==> src/hdl/gdrq_pkg.sv <==
// shared constants, types and codes for the graph degree and relay query block
package gdrq_pkg;

  localparam int MAX_NODES    = 64;
  localparam int NODE_W       = $clog2(MAX_NODES);        // row / column index
  localparam int CNT_W        = $clog2(MAX_NODES + 1);    // node count, degree
  localparam int NODE_FIELD_W = 7;
  localparam int CMD_W        = 2;
  localparam int WEIGHT_W     = 16;
  localparam int METRIC_W     = 17;
  localparam int SUM_W        = WEIGHT_W + 1;

  localparam int IN_DATA_W  = 32;
  localparam int OUT_DATA_W = 24;

  // degree popcount tree: groups of eight bits, then one sum of the groups
  localparam int GROUP_W    = 8;
  localparam int NUM_GROUPS = MAX_NODES / GROUP_W;
  localparam int GRP_CNT_W  = $clog2(GROUP_W + 1);

  // job queue between front and back end
  localparam int QUEUE_DEPTH = 2;
  localparam int QPTR_W      = $clog2(QUEUE_DEPTH);
  localparam int QCNT_W      = $clog2(QUEUE_DEPTH + 1);

  localparam logic [CMD_W-1:0] CMD_WRITE  = 2'd0;
  localparam logic [CMD_W-1:0] CMD_DEGREE = 2'd1;
  localparam logic [CMD_W-1:0] CMD_RELAY  = 2'd2;

  typedef enum logic [1:0] {
    OP_WRITE  = 2'd0,
    OP_DEGREE = 2'd1,
    OP_RELAY  = 2'd2,
    OP_ZERO   = 2'd3
  } op_t;

  typedef struct packed {
    op_t                 op;
    logic [NODE_W-1:0]   row_a;
    logic [NODE_W-1:0]   row_b;
    logic [WEIGHT_W-1:0] weight;
  } job_t;

endpackage

==> src/hdl/gdrq_front.sv <==
// front end: decodes and classifies incoming commands into queue jobs
module gdrq_front import gdrq_pkg::*; (
  input  logic                 in_tvalid,
  output logic                 in_tready,
  input  logic [IN_DATA_W-1:0] in_tdata,
  input  logic [CNT_W-1:0]     n_eff,
  input  logic                 q_full,
  output logic                 q_push,
  output job_t                 q_job
);

  logic [CMD_W-1:0]        cmd;
  logic [NODE_FIELD_W-1:0] node_a;
  logic [NODE_FIELD_W-1:0] node_b;
  logic [WEIGHT_W-1:0]     weight;
  logic                    a_in_mem;
  logic                    b_in_mem;
  logic                    a_in_use;
  logic                    b_in_use;
  logic                    keep;

  assign cmd    = in_tdata[1:0];
  assign node_a = in_tdata[8:2];
  assign node_b = in_tdata[15:9];
  assign weight = in_tdata[31:16];

  assign a_in_mem = (node_a != '0) && (int'(node_a) <= MAX_NODES);
  assign b_in_mem = (node_b != '0) && (int'(node_b) <= MAX_NODES);
  assign a_in_use = (node_a != '0) && (int'(node_a) <= int'(n_eff));
  assign b_in_use = (node_b != '0) && (int'(node_b) <= int'(n_eff));

  always_comb begin
    keep         = 1'b0;
    q_job.op     = OP_ZERO;
    q_job.row_a  = NODE_W'(node_a - NODE_FIELD_W'(1));
    q_job.row_b  = NODE_W'(node_b - NODE_FIELD_W'(1));
    q_job.weight = weight;
    unique case (cmd)
      CMD_WRITE: begin
        keep     = a_in_mem && b_in_mem;
        q_job.op = OP_WRITE;
      end
      CMD_DEGREE: begin
        keep     = 1'b1;
        q_job.op = (n_eff == '0) ? OP_ZERO : OP_DEGREE;
      end
      CMD_RELAY: begin
        keep     = 1'b1;
        q_job.op = (a_in_use && b_in_use) ? OP_RELAY : OP_ZERO;
      end
      default: begin
        // unused command code is dropped
        keep     = 1'b0;
        q_job.op = OP_ZERO;
      end
    endcase
  end

  assign in_tready = !q_full;
  assign q_push    = in_tvalid && in_tready && keep;

endmodule

==> config.mk <==
export PLATFORM = sky130hd
export DESIGN_NAME = gdrq_front
export DESIGN_NICKNAME = d
export VERILOG_FILES = /design/src/hdl/gdrq_pkg.sv /design/src/hdl/gdrq_front.sv
export SDC_FILE = /design/constraint.sdc
export NUM_CORES = 1
export LEC_CHECK = 0
export BUFFER_PORTS_ARGS = -buffer_cell sky130_fd_sc_hd__buf_2
export CAP_MARGIN = 20
export CORE_MARGIN = 1
export CORE_UTILIZATION = 40
export DETAILED_ROUTE_END_ITERATION = 6
export PLACE_DENSITY = 0.92
export SLEW_MARGIN = 5
export SYNTH_ARGS = -nofsm -noshare
export SYNTH_HDL_FRONTEND = slang
export SYNTH_SLANG_ARGS = --single-unit
==> constraint.sdc <==
create_clock -name vclk -period 1.2
set_input_delay 0 -clock vclk [all_inputs]
set_output_delay 0 -clock vclk [all_outputs]
set_load 0.01 [all_outputs]
Word level (Yosys, flattened, before mapping):

Index checks and enable logic that the tools add are counted.

* register bits after elaboration: 0
* input port bits: 41
* output and inout bits: 32
* word-level logic and storage cells: 26

* order comparisons: 4
* reduce and logical (&&, ||, !) cells: 14
* mux-type cells: 4
* eq/ne operators: 2
* add/sub/neg operators: 2

Operators with widths (number)
* less-or-equal comparator 7 bit: 2
* less-or-equal comparator 7 bit, second input constant: 2
* nonzero test 7 bit: 2
* subtractor 6 x 1 -> 6 bit, second input constant: 2
* logical AND 1 bit: 8
* zero test 7 bit: 1
* one-hot mux 2 bit (3 select lines): 1
* == test 2 x 1 -> 1 bit, second input constant: 1
* == test 2 bit, second input constant: 1
* zero test 2 bit: 1
* two-way mux 2 bit: 1
* one-hot mux 1 bit (2 select lines): 1
* OR reduction 2 bit: 1
* zero test 1 bit: 1
* two-way mux 1 bit: 1

Logic depth before layout (Yosys ltp):

* word-level depth: 5
* mapped depth: 7
* gate-level depth less buffers: 7

Worst setup path after synthesis:

OpenSTA, ideal clock, no wires.

* path type: in2out
* start point: input port in_tdata[2]
* end point: output port q_push
* setup slack: 0.191 ns
* required time: 1.200 ns
* path buffers: 0
* data arrival time: 1.009 ns
* stages on the path: 6
* path through: inv_1 -> ha_1 -> nand3b_1 -> xor2_1 -> a41oi_1 -> nor4b_2

* cells in the longest elaborated chain, start to end: 5
* elaborated cells between the ends (all ways): 6
* those cells by class: order compare: 1; mux: 1; reduce/logical: 4

Ends and longest elaborated chain
* from (decl): line gdrq_front.sv:5 `input logic [IN_DATA_W-1:0] in_tdata,`
* less-or-equal comparator 7 bit or nonzero test 7 bit (tied branches): line gdrq_front.sv:27 `assign a_in_mem = (node_a != '0) && (int'(node_a) <= MAX_NODES);`
* logical AND 1 bit *: line gdrq_front.sv:27
* logical AND 1 bit *: line gdrq_front.sv:40 `keep = a_in_mem && b_in_mem;`
* one-hot mux 1 bit (2 select lines) *: line gdrq_front.sv:38 `unique case (cmd)`
* logical AND 1 bit *: line gdrq_front.sv:60 `assign q_push = in_tvalid && in_tready && keep;`
* to (decl): line gdrq_front.sv:8 `output logic q_push,`

Every way passes the cells marked *; elsewhere a longest branch is shown, timed or not.

==> impl_metrics.csv <==
group,metric,value,unit
outcome,status,"finished, violations left",
outcome,violations,"negative setup slack",
yosys,syn-num-nets,168,
global_route,grt_pass1_vias,904,
die,die_h,46.5,um
global_route,grt_use_total,0.224,
timing,worst-slew-pin-transition,445,ps
routing,via_per_inst,5.28,
place,dp_hpwl,1860,um
die,die_x,46.5,um
setup_path,cp-startpoint,"n_eff[2]",
pwr,p_leak,0.626,nW
cells_and_area,stdcell_count,173,
cells_and_area,fillers,127,
routing,vias,913,
cells_and_area,fin_nets,213,
yosys,synth_area,793,sq um
place,io_buffers,41,
setup_path,crit_required,1200,ps
timing,setup_viol,2,
timing,finalCritPeriodShare,1.06,
pwr,max-vdd-ir-drop,238,uV
routing,final_antenna_net_count,0,
timing,period_minus_slack,1270,ps
yosys,synth.avg_cell_area,7.55,sq um
yosys,yosys_warnings,0,
pwr,total_power,455,uW
routing,totalWireLength,2670,um
timing,finalHoldViolCount,0,
cells_and_area,final_cell_mix,"buf_2 (34), buf_4 (17), ha_1 (12)",
routing,firstDrtPassIters,4,
routing,drc,0,
place,gp_congestion,0.879,
die,core,0.00178,sq mm
timing,relSlewSlack,0.701,
setup_path,critPathKind,"in -> out",
cells_and_area,clock_buffers,0,
cells_and_area,seqCellArea,0,sq um
global_route,antenna_found_initial,0,
cells_and_area,layout_commonest_cell,"buf_2",
cells_and_area,diodes,0,
timing,max_freq,788,MHz
place,place_ws,-201,ps
place,postPlaceCellArea,992,sq um
global_route,grt_max_degree,6,
die,initial_core_util,0.445,
die,io_pins,73,
routing,wire_per_inst,15.4,um
routing,drt_first_iter_violations,5,
timing,finalMaxSlewViolations,0,
flow_run,cap_violations,0,
cells_and_area,final_area,0.00127,sq mm
timing,layout_setup_ws,-69.6,ps
setup_path,arrival,1270,ps
cells_and_area,final_layout_size_suffix_gt1_frac,0.574,
yosys,synth_seq_area_share,0,
global_route,grt_pass1_wl,3570,um
yosys,synthCells,105,
setup_path,cp-endpoint,"q_job[28]",
die,fp.dieArea,0.00217,sq mm
hold_path,hold_path.class,"in -> out",
cells_and_area,design.seq.count,0,
global_route,overflow,0,
place,dp.cells,166,
timing,rsz0062_at_grt,"yes",
cells_and_area,syn2layout_area_growth,60.7,%
setup_path,start_kind,"input pin",
yosys,synth_cell_types,25,
setup_path,cp_max_fo,3,
die,rows,15,
pwr,power.density,357,mW/mm^2
setup_path,cp-end-kind,"output pin",
## cell usage after synthesis (all sizes together)
library cell,n,area [sq um]
a211o,1,8.76
a211oi,1,7.51
a21o,1,7.51
a21oi,6,30.0
a41oi,1,8.76
buf,16,120
ha,22,275
inv,15,56.3
nand2,5,18.8
nand3,3,15.0
nand3b,3,22.5
nand4,2,12.5
nor2,4,15.0
nor2b,1,6.26
nor3,3,15.0
nor4,2,18.8
nor4b,2,23.8
o211ai,3,22.5
o21ai,3,15.0
o311ai,1,8.76
or3,1,6.26
xnor2,4,35.0
xor2,5,43.8
## per-stage QoR
step | TNS (ps) | hold slack [ps] | utilization
final | -94.5 | 0.00368 | 0.715
after global routing | -233 | 0.0280 | 0.715
after CTS | -60.8 | 0.0686 | 0.653
after detailed placement | -282 | 0.0686 | 0.556
after global placement | -84.7 | 0.0686 | 0.556
after floorplan | 0 | 36.5 | -
## what timing repair did
action | in CTS | in global routing
buffers inserted | 4 | 3
setup endpoints to repair | 2 | 2
hold buffers | 0 | 0
resized for setup | 29 | 23
pin swaps | 14 | 17
gates cloned | 0 | 0
## critical path, cell delays in order
cell      delay [ps]
buf_2            110
inv_2             70
ha_4             200
a21oi_1          170
a21oi_1          120
o311ai_2         300
o211ai_1         130
buf_2            160
## report_power, final
group          leakage (nW)  switching, mW  internal (mW)
clock network             0              0              0
logic                 0.626          0.221          0.234
registers                 0              0              0
total                 0.626          0.221          0.234
## cell type report
type                            count  area (sq um)  area share
Multi-Input combinational cell     74           776       0.608
Tap cell                           25          31.3      0.0245
Timing Repair Buffer               59           404       0.317
Inverter                           15          63.8      0.0500
## metal layers
layer,GRT usage,share of wire,up-vias
li1,-,-,439
met1,0.219,0.37,415
met2,0.444,0.54,49
met3,0.0196,0.063,10
met4,0.124,0.032,0
met5,0,0,-
## worst min-delay path by stage
stage | from | to | slack, ps | depth (start not counted)
after floorplan | q_full | q_push | 40 | 1
after global placement | in_tdata[22] | q_job[6] | 0.07 | 0
after detailed placement | in_tdata[22] | q_job[6] | 0.07 | 0
after CTS | in_tdata[22] | q_job[6] | 0.07 | 0
after global routing | in_tdata[29] | q_job[13] | 0.03 | 0
final | in_tdata[24] | q_job[8] | 0.004 | 0
## logic make-up after synthesis
kind of cell               Yosys count  synth area share
buffers and inverters               31             0.222
and+or+nand+nor                     26             0.194
adders and majority gates           22             0.347
AOI/OAI and AO/OA                   17             0.137
xor gates and xnor gates             9            0.0994
Power figures use the tool's default switching activity.
