## src/hdl/gdrq_pkg.sv

```systemverilog
// shared constants, types and codes for the graph degree and relay query block
package gdrq_pkg;

  localparam int MAX_NODES    = 64;
  localparam int NODE_W       = $clog2(MAX_NODES);        // row / column index
  localparam int CNT_W        = $clog2(MAX_NODES + 1);    // node count, degree
  localparam int NODE_FIELD_W = 7;
  localparam int CMD_W        = 2;
  localparam int WEIGHT_W     = 16;
  localparam int METRIC_W     = 17;
  localparam int SUM_W        = WEIGHT_W + 1;

  localparam int IN_DATA_W  = 32;
  localparam int OUT_DATA_W = 24;

  // degree popcount tree: groups of eight bits, then one sum of the groups
  localparam int GROUP_W    = 8;
  localparam int NUM_GROUPS = MAX_NODES / GROUP_W;
  localparam int GRP_CNT_W  = $clog2(GROUP_W + 1);

  // job queue between front and back end
  localparam int QUEUE_DEPTH = 2;
  localparam int QPTR_W      = $clog2(QUEUE_DEPTH);
  localparam int QCNT_W      = $clog2(QUEUE_DEPTH + 1);

  localparam logic [CMD_W-1:0] CMD_WRITE  = 2'd0;
  localparam logic [CMD_W-1:0] CMD_DEGREE = 2'd1;
  localparam logic [CMD_W-1:0] CMD_RELAY  = 2'd2;

  typedef enum logic [1:0] {
    OP_WRITE  = 2'd0,
    OP_DEGREE = 2'd1,
    OP_RELAY  = 2'd2,
    OP_ZERO   = 2'd3
  } op_t;

  typedef struct packed {
    op_t                 op;
    logic [NODE_W-1:0]   row_a;
    logic [NODE_W-1:0]   row_b;
    logic [WEIGHT_W-1:0] weight;
  } job_t;

endpackage

```

## src/hdl/gdrq_fifo.sv

```systemverilog
// short job queue between the decoding front end and the executing back end
module gdrq_fifo import gdrq_pkg::*; (
  input  logic clk,
  input  logic rst_n,
  input  logic push,
  input  job_t push_job,
  output logic full,
  input  logic pop,
  output job_t pop_job,
  output logic empty
);

  job_t              slot_r [QUEUE_DEPTH];
  logic [QPTR_W-1:0] wr_ptr_r;
  logic [QPTR_W-1:0] rd_ptr_r;
  logic [QCNT_W-1:0] count_r;
  logic [QPTR_W-1:0] wr_ptr_nxt;
  logic [QPTR_W-1:0] rd_ptr_nxt;
  logic [QCNT_W-1:0] count_nxt;
  logic              do_push;
  logic              do_pop;

  assign full    = (count_r == QCNT_W'(QUEUE_DEPTH));
  assign empty   = (count_r == '0);
  assign do_push = push && !full;
  assign do_pop  = pop && !empty;
  assign pop_job = slot_r[rd_ptr_r];

  always_comb begin
    wr_ptr_nxt = wr_ptr_r;
    rd_ptr_nxt = rd_ptr_r;
    count_nxt  = count_r;
    if (do_push) begin
      wr_ptr_nxt = (wr_ptr_r == QPTR_W'(QUEUE_DEPTH - 1)) ? '0 : wr_ptr_r + QPTR_W'(1);
    end
    if (do_pop) begin
      rd_ptr_nxt = (rd_ptr_r == QPTR_W'(QUEUE_DEPTH - 1)) ? '0 : rd_ptr_r + QPTR_W'(1);
    end
    if (do_push && !do_pop) begin
      count_nxt = count_r + QCNT_W'(1);
    end else if (do_pop && !do_push) begin
      count_nxt = count_r - QCNT_W'(1);
    end
  end

  always_ff @(posedge clk) begin
    if (!rst_n) begin
      wr_ptr_r <= '0;
      rd_ptr_r <= '0;
      count_r  <= '0;
    end else begin
      wr_ptr_r <= wr_ptr_nxt;
      rd_ptr_r <= rd_ptr_nxt;
      count_r  <= count_nxt;
    end
  end

  always_ff @(posedge clk) begin
    if (do_push) begin
      slot_r[wr_ptr_r] <= push_job;
    end
  end

endmodule

```

## config.mk

```make
export PLATFORM = sky130hd
export DESIGN_NAME = gdrq_fifo
export DESIGN_NICKNAME = d
export VERILOG_FILES = /design/src/hdl/gdrq_pkg.sv /design/src/hdl/gdrq_fifo.sv
export SDC_FILE = /design/constraint.sdc
export NUM_CORES = 1
export LEC_CHECK = 0
export ABC_CLOCK_PERIOD_IN_PS = 3400
export BUFFER_PORTS_ARGS = -buffer_cell sky130_fd_sc_hd__clkbuf_2
export CAP_MARGIN = 20
export CORE_MARGIN = 1.5
export CORE_UTILIZATION = 44
export DETAILED_ROUTE_END_ITERATION = 16
export GPL_TIMING_DRIVEN = 0
export PLACE_DENSITY = 0.69
export SYNTH_ARGS = -nofsm -noshare
export SYNTH_HDL_FRONTEND = slang
export SYNTH_SLANG_ARGS = --single-unit
```

## constraint.sdc

```tcl
create_clock -name clk -period 3.4 [get_ports clk]
set_input_delay 0.85 -clock clk [delete_from_list [all_inputs] [get_ports clk]]
set_output_delay 0.85 -clock clk [all_outputs]
set_load 0.02 [all_outputs]
```

# --- Yosys cells after proc, flatten, opt, wreduce, memory -nomap -nowiden ---
# Memory sizes are Yosys's and may differ from the RTL's. A register that Yosys moved wholly into a read port is not among the register bits.
# Index checks and enable logic that the tools add are counted.
word_totals:
  ff_bits: 4
  mem_bits_rw: 60
  in_bits: 34
  mem_count: 1
mem_list:
  columns: ["name", "words", "width", "rd", "rd_ports_with_merged_regs", "wr", "line", "text"]
  rows:
  - ["slot_r", 2, 30, 1, 1, 1, "gdrq_fifo.sv:13", "job_t slot_r [QUEUE_DEPTH];"]
op_classes:
  add_sub_neg: 4
  n_eq_ne: 1
  n_mux: 8
  reduce_logical: 10
op_table:
  columns: ["cell", "count"]
  rows:
  - ["1-bit 2-to-1 mux", 6]
  - ["1-bit logical AND", 4]
  - ["1-bit zero test", 4]
  - ["2-bit 2-to-1 mux", 2]
  - ["1-bit adder (second input constant)", 2]
  - ["2-bit by 1-bit adder with 2-bit output (second input constant)", 1]
  - ["2-bit == test (second input constant)", 1]
  - ["2-bit zero test", 1]
  - ["2-bit nonzero test", 1]
  - ["2-bit by 1-bit subtractor with 2-bit output (second input constant)", 1]

# --- Logic depth before layout (Yosys ltp) ---
logic_depth:
  word_depth: 7
  ltp_mapped: 7
  ltp_nobuf: 7

# --- Least setup slack after synthesis ---
# No wires, ideal clock.
synth_path:
  kind: "input -> register"
  start: "input push"
  end: "memory slot_r[0][0] (netlist bit) (enable)"
  setup_time_ns: 0.414
  arrival_ns: 2.149
  setup_slack_ns: 0.837
  stages: 2
  path_cell_list: "inv_1 -> nor3_2"
synth_between:
  elab_chain_len: 3
synth_rtl:
  columns: ["item", "line", "text"]
  rows:
  - ["from (decl)", "gdrq_fifo.sv:5", "input logic push,"]
  - ["1-bit logical AND", "gdrq_fifo.sv:25", "assign do_push = push && !full;"]
  - ["1-bit 2-to-1 mux", "gdrq_fifo.sv:59", "if (do_push) begin"]
  - ["1-bit 2-to-1 mux (not written as such)", "gdrq_fifo.sv:60", "slot_r[wr_ptr_r] <= push_job;"]
  - ["to (decl)", "gdrq_fifo.sv:13", null]
# Every way passes these cells.

==> reports/summary.json <==
{
  "run_status": "complete, no violations",
  "yosys_register_bits": 65,
  "track_usage": 0.141,
  "design.portCount": 66,
  "clockBufferDepth": 2,
  "cts_setup_buffers": 0,
  "cap_viol_max_count": 0,
  "critPathSlowestCell": "mux2_2",
  "leakage_nw": 1.16,
  "yosysWarnings": 0,
  "timing.critical_path.fanout_max": 10,
  "layout_commonest_cell": "clkbuf_2",
  "path_cells": "buf_2 -> mux2_2 -> clkbuf_2",
  "seq_total_area_yosys": 0.796,
  "postLayoutCellArea_mm2": 0.00302,
  "critical_path_class": "register to output pin",
  "maximum_number_of_pins_on_one_net_before_global_route_repair": 22,
  "core.rowCount": 26,
  "die_w_um": 76.7,
  "post_cts_resize_count": 0,
  "cts_inserted_buffers": 9,
  "crit_required_ns": 2.55,
  "final_slew_viol_count": 0,
  "finalWirelength_um": 3960,
  "setup_viol": 0,
  "gp_congestion": 0.682,
  "first_global_vias": 1332,
  "finalCriticalPeriod_ns": 2.30,
  "cts.sinks": 65,
  "synth.top_cells.by_area": "edfxtp_1 75%, mux2_2 14%, dfxtp_1 4.2%",
  "critical-path-top-delay-family": "buffers and inverters",
  "antenna_cells": 0,
  "grt_antenna_before_repair": 0,
  "design_power_total_mw": 2.25,
  "port-buffer-count": 65,
  "setup_repair_after_global_routing_missed_its_margin": "false",
  "place_inst": 255,
  "irDropWorstVdd_mv": 0.407,
  "core_region_mm2": 0.00517,
  "initial_core_util": 0.462,
  "die_area_mm2": 0.00588,
  "synth_cells": 118,
  "clock_tree.htree_level_count": 3,
  "global_route.overflow_total": 0,
  "hold_buffers": 0,
  "start_kind": "register",
  "final_util": 0.583,
  "post_dp_cell_area_mm2": 0.00286,
  "grt_pass1_wl_um": 6110,
  "antenna_left": 0,
  "fin_worst_hold_slack_ns": 0.568,
  "min-delay-path-class": "register to register",
  "max-slew-margin-rel": 0.589,
  "power_per_cell_area_mw_per_mm2": 747,
  "routed_via_density": 4.73,
  "final_nets": 231,
  "via_count": 1283,
  "iter_0_drt_violations": 38,
  "detailedRoute.firstPassIterationCount": 4,
  "yosysTopAreaCell": "edfxtp_1",
  "clock_tree.root_cell": "clkbuf_8",
  "syn_area_mm2": 0.00239,
  "clock_insertion_delay_worst_skew_ns": 0.32,
  "tns_ns": 0,
  "fill_cells": 412,
  "final_critical_path_setup_slack_ns": 1.10,
  "final_layout_size_suffix_gt1_frac": 0.562,
  "finish.cell_count_without_fillers": 271,
  "fp.dieH_um": 76.7,
  "timing.critical_path.slowest_cell_delay_ns": 0.37,
  "detailedPlacementHpwl_um": 2880,
  "timing.final.hold_violations": 0,
  "syn-mean-instance-area_um2": 20.2,
  "cp.buffers_inverters": 2,
  "synth.net_count": 153,
  "routedWlPerCell_um": 14.6,
  "actual_transition_at_the_worst_max_transition_pin_ns": 0.614,
  "cts.clk_slew.worst_paths_ns": 0.06,
  "area.growth.synth_to_final_pct": 26.2,
  "critPathCaptureType": "output pin",
  "tritoncts": "yes",
  "synth_top_area_share": 0.754,
  "detail_route.drc_violations": 0,
  "worst_skew_ns": 0.00541,
  "final_min_period_over_clock_period": 0.677,
  "post_synth_num_cell_types": 20,
  "dp_worst_setup_slack_ns": 1.28,
  "layout_common_cells": "65 x clkbuf_2, 60 x edfxtp_1, 30 x mux2_2",
  "fmax_mhz": 435,
  "worst_path_arrival_time_ns": 1.45
}
-- kinds of logic (layout without fill, tap and decap cells) --
| logic type | Yosys count | count (layout) | share of synthesized area |
|---|---|---|---|
| AO/OA/AOI/OAI | 5 | 5 | 0.0136 |
| XOR/XNOR | 3 | 3 | 0.0110 |
| adder cells (fa/ha/maj) | 1 | 1 | 0.00524 |
| buffers and inverters | 5 | 88 | 0.00942 |
| flip-flops | 65 | 65 | 0.796 |
| multiplexers | 30 | 30 | 0.141 |
| AND/OR/NAND/NOR | 9 | 9 | 0.0231 |
-- routing by layer --
layer | share of wire | vias up | global-route usage
met4 | 0.022 | 0 | 0.0833
met5 | 0 | - | 0
met1 | 0.39 | 623 | 0.148
met2 | 0.54 | 42 | 0.248
met3 | 0.042 | 7 | 0.0429
li1 | - | 611 | -
-- state kept, by name (all words and copies together), names as in the netlist, named ones only --
signal,flops
slot_r,60
count_r,2
rd_ptr_r,1
wr_ptr_r,1
-- path summary, 6_finish.rpt --
check	startpoint	slack, ns	depth (start not counted)	endpoint
max	register	1.10	3	pop_job[7]
min	count_r[1]$_SDFFE_PN0P_	0.57	2	count_r[1]$_SDFFE_PN0P_
max reg2reg	count_r[0]$_SDFFE_PN0P_	1.69	3	slot_r[1][25]$_DFFE_PP_
min reg2reg	count_r[1]$_SDFFE_PN0P_	0.57	2	count_r[1]$_SDFFE_PN0P_
-- area by class of cell --
| cell class | count | area, µm² | area share |
|---|---|---|---|
| sequential | 65 | 1900 | 0.631 |
| tap | 70 | 87.6 | 0.0290 |
| clock inverter | 6 | 25.0 | 0.00830 |
| multi-input combinational | 48 | 470 | 0.156 |
| inverter | 2 | 7.51 | 0.00249 |
| clock buffer | 10 | 128 | 0.0423 |
| timing repair buffer | 67 | 380 | 0.126 |
| buffer | 3 | 15.0 | 0.00498 |
-- cell usage after synthesis --
library cell  count
edfxtp_1         60
mux2_2           30
dfxtp_1           5
and2_1            3
buf_2             3
nor2_1            2
xnor2_1           2
a21boi_0          1
a21boi_1          1
and3_1            1
ha_1              1
inv_1             1
inv_2             1
nand2b_1          1
nor3_2            1
o21a_1            1
o21ai_0           1
o21ai_1           1
or3_1             1
xor2_1            1
-- tightest hold or removal path: stages, from the launching register on --
cell,delay (ns)
dfxtp_1,0.34
o21ai_0,0.10
a21boi_1,0.08
-- power breakdown --
| group | leakage [nW] | switching [mW] | internal, mW | total (mW) |
|---|---|---|---|---|
| sequential | 0.602 | 0.0391 | 1.01 | 1.05 |
| combinational | 0.481 | 0.405 | 0.296 | 0.701 |
| clock | 0.0800 | 0.252 | 0.252 | 0.504 |
Note: power is estimated with default switching activity, not from simulation.
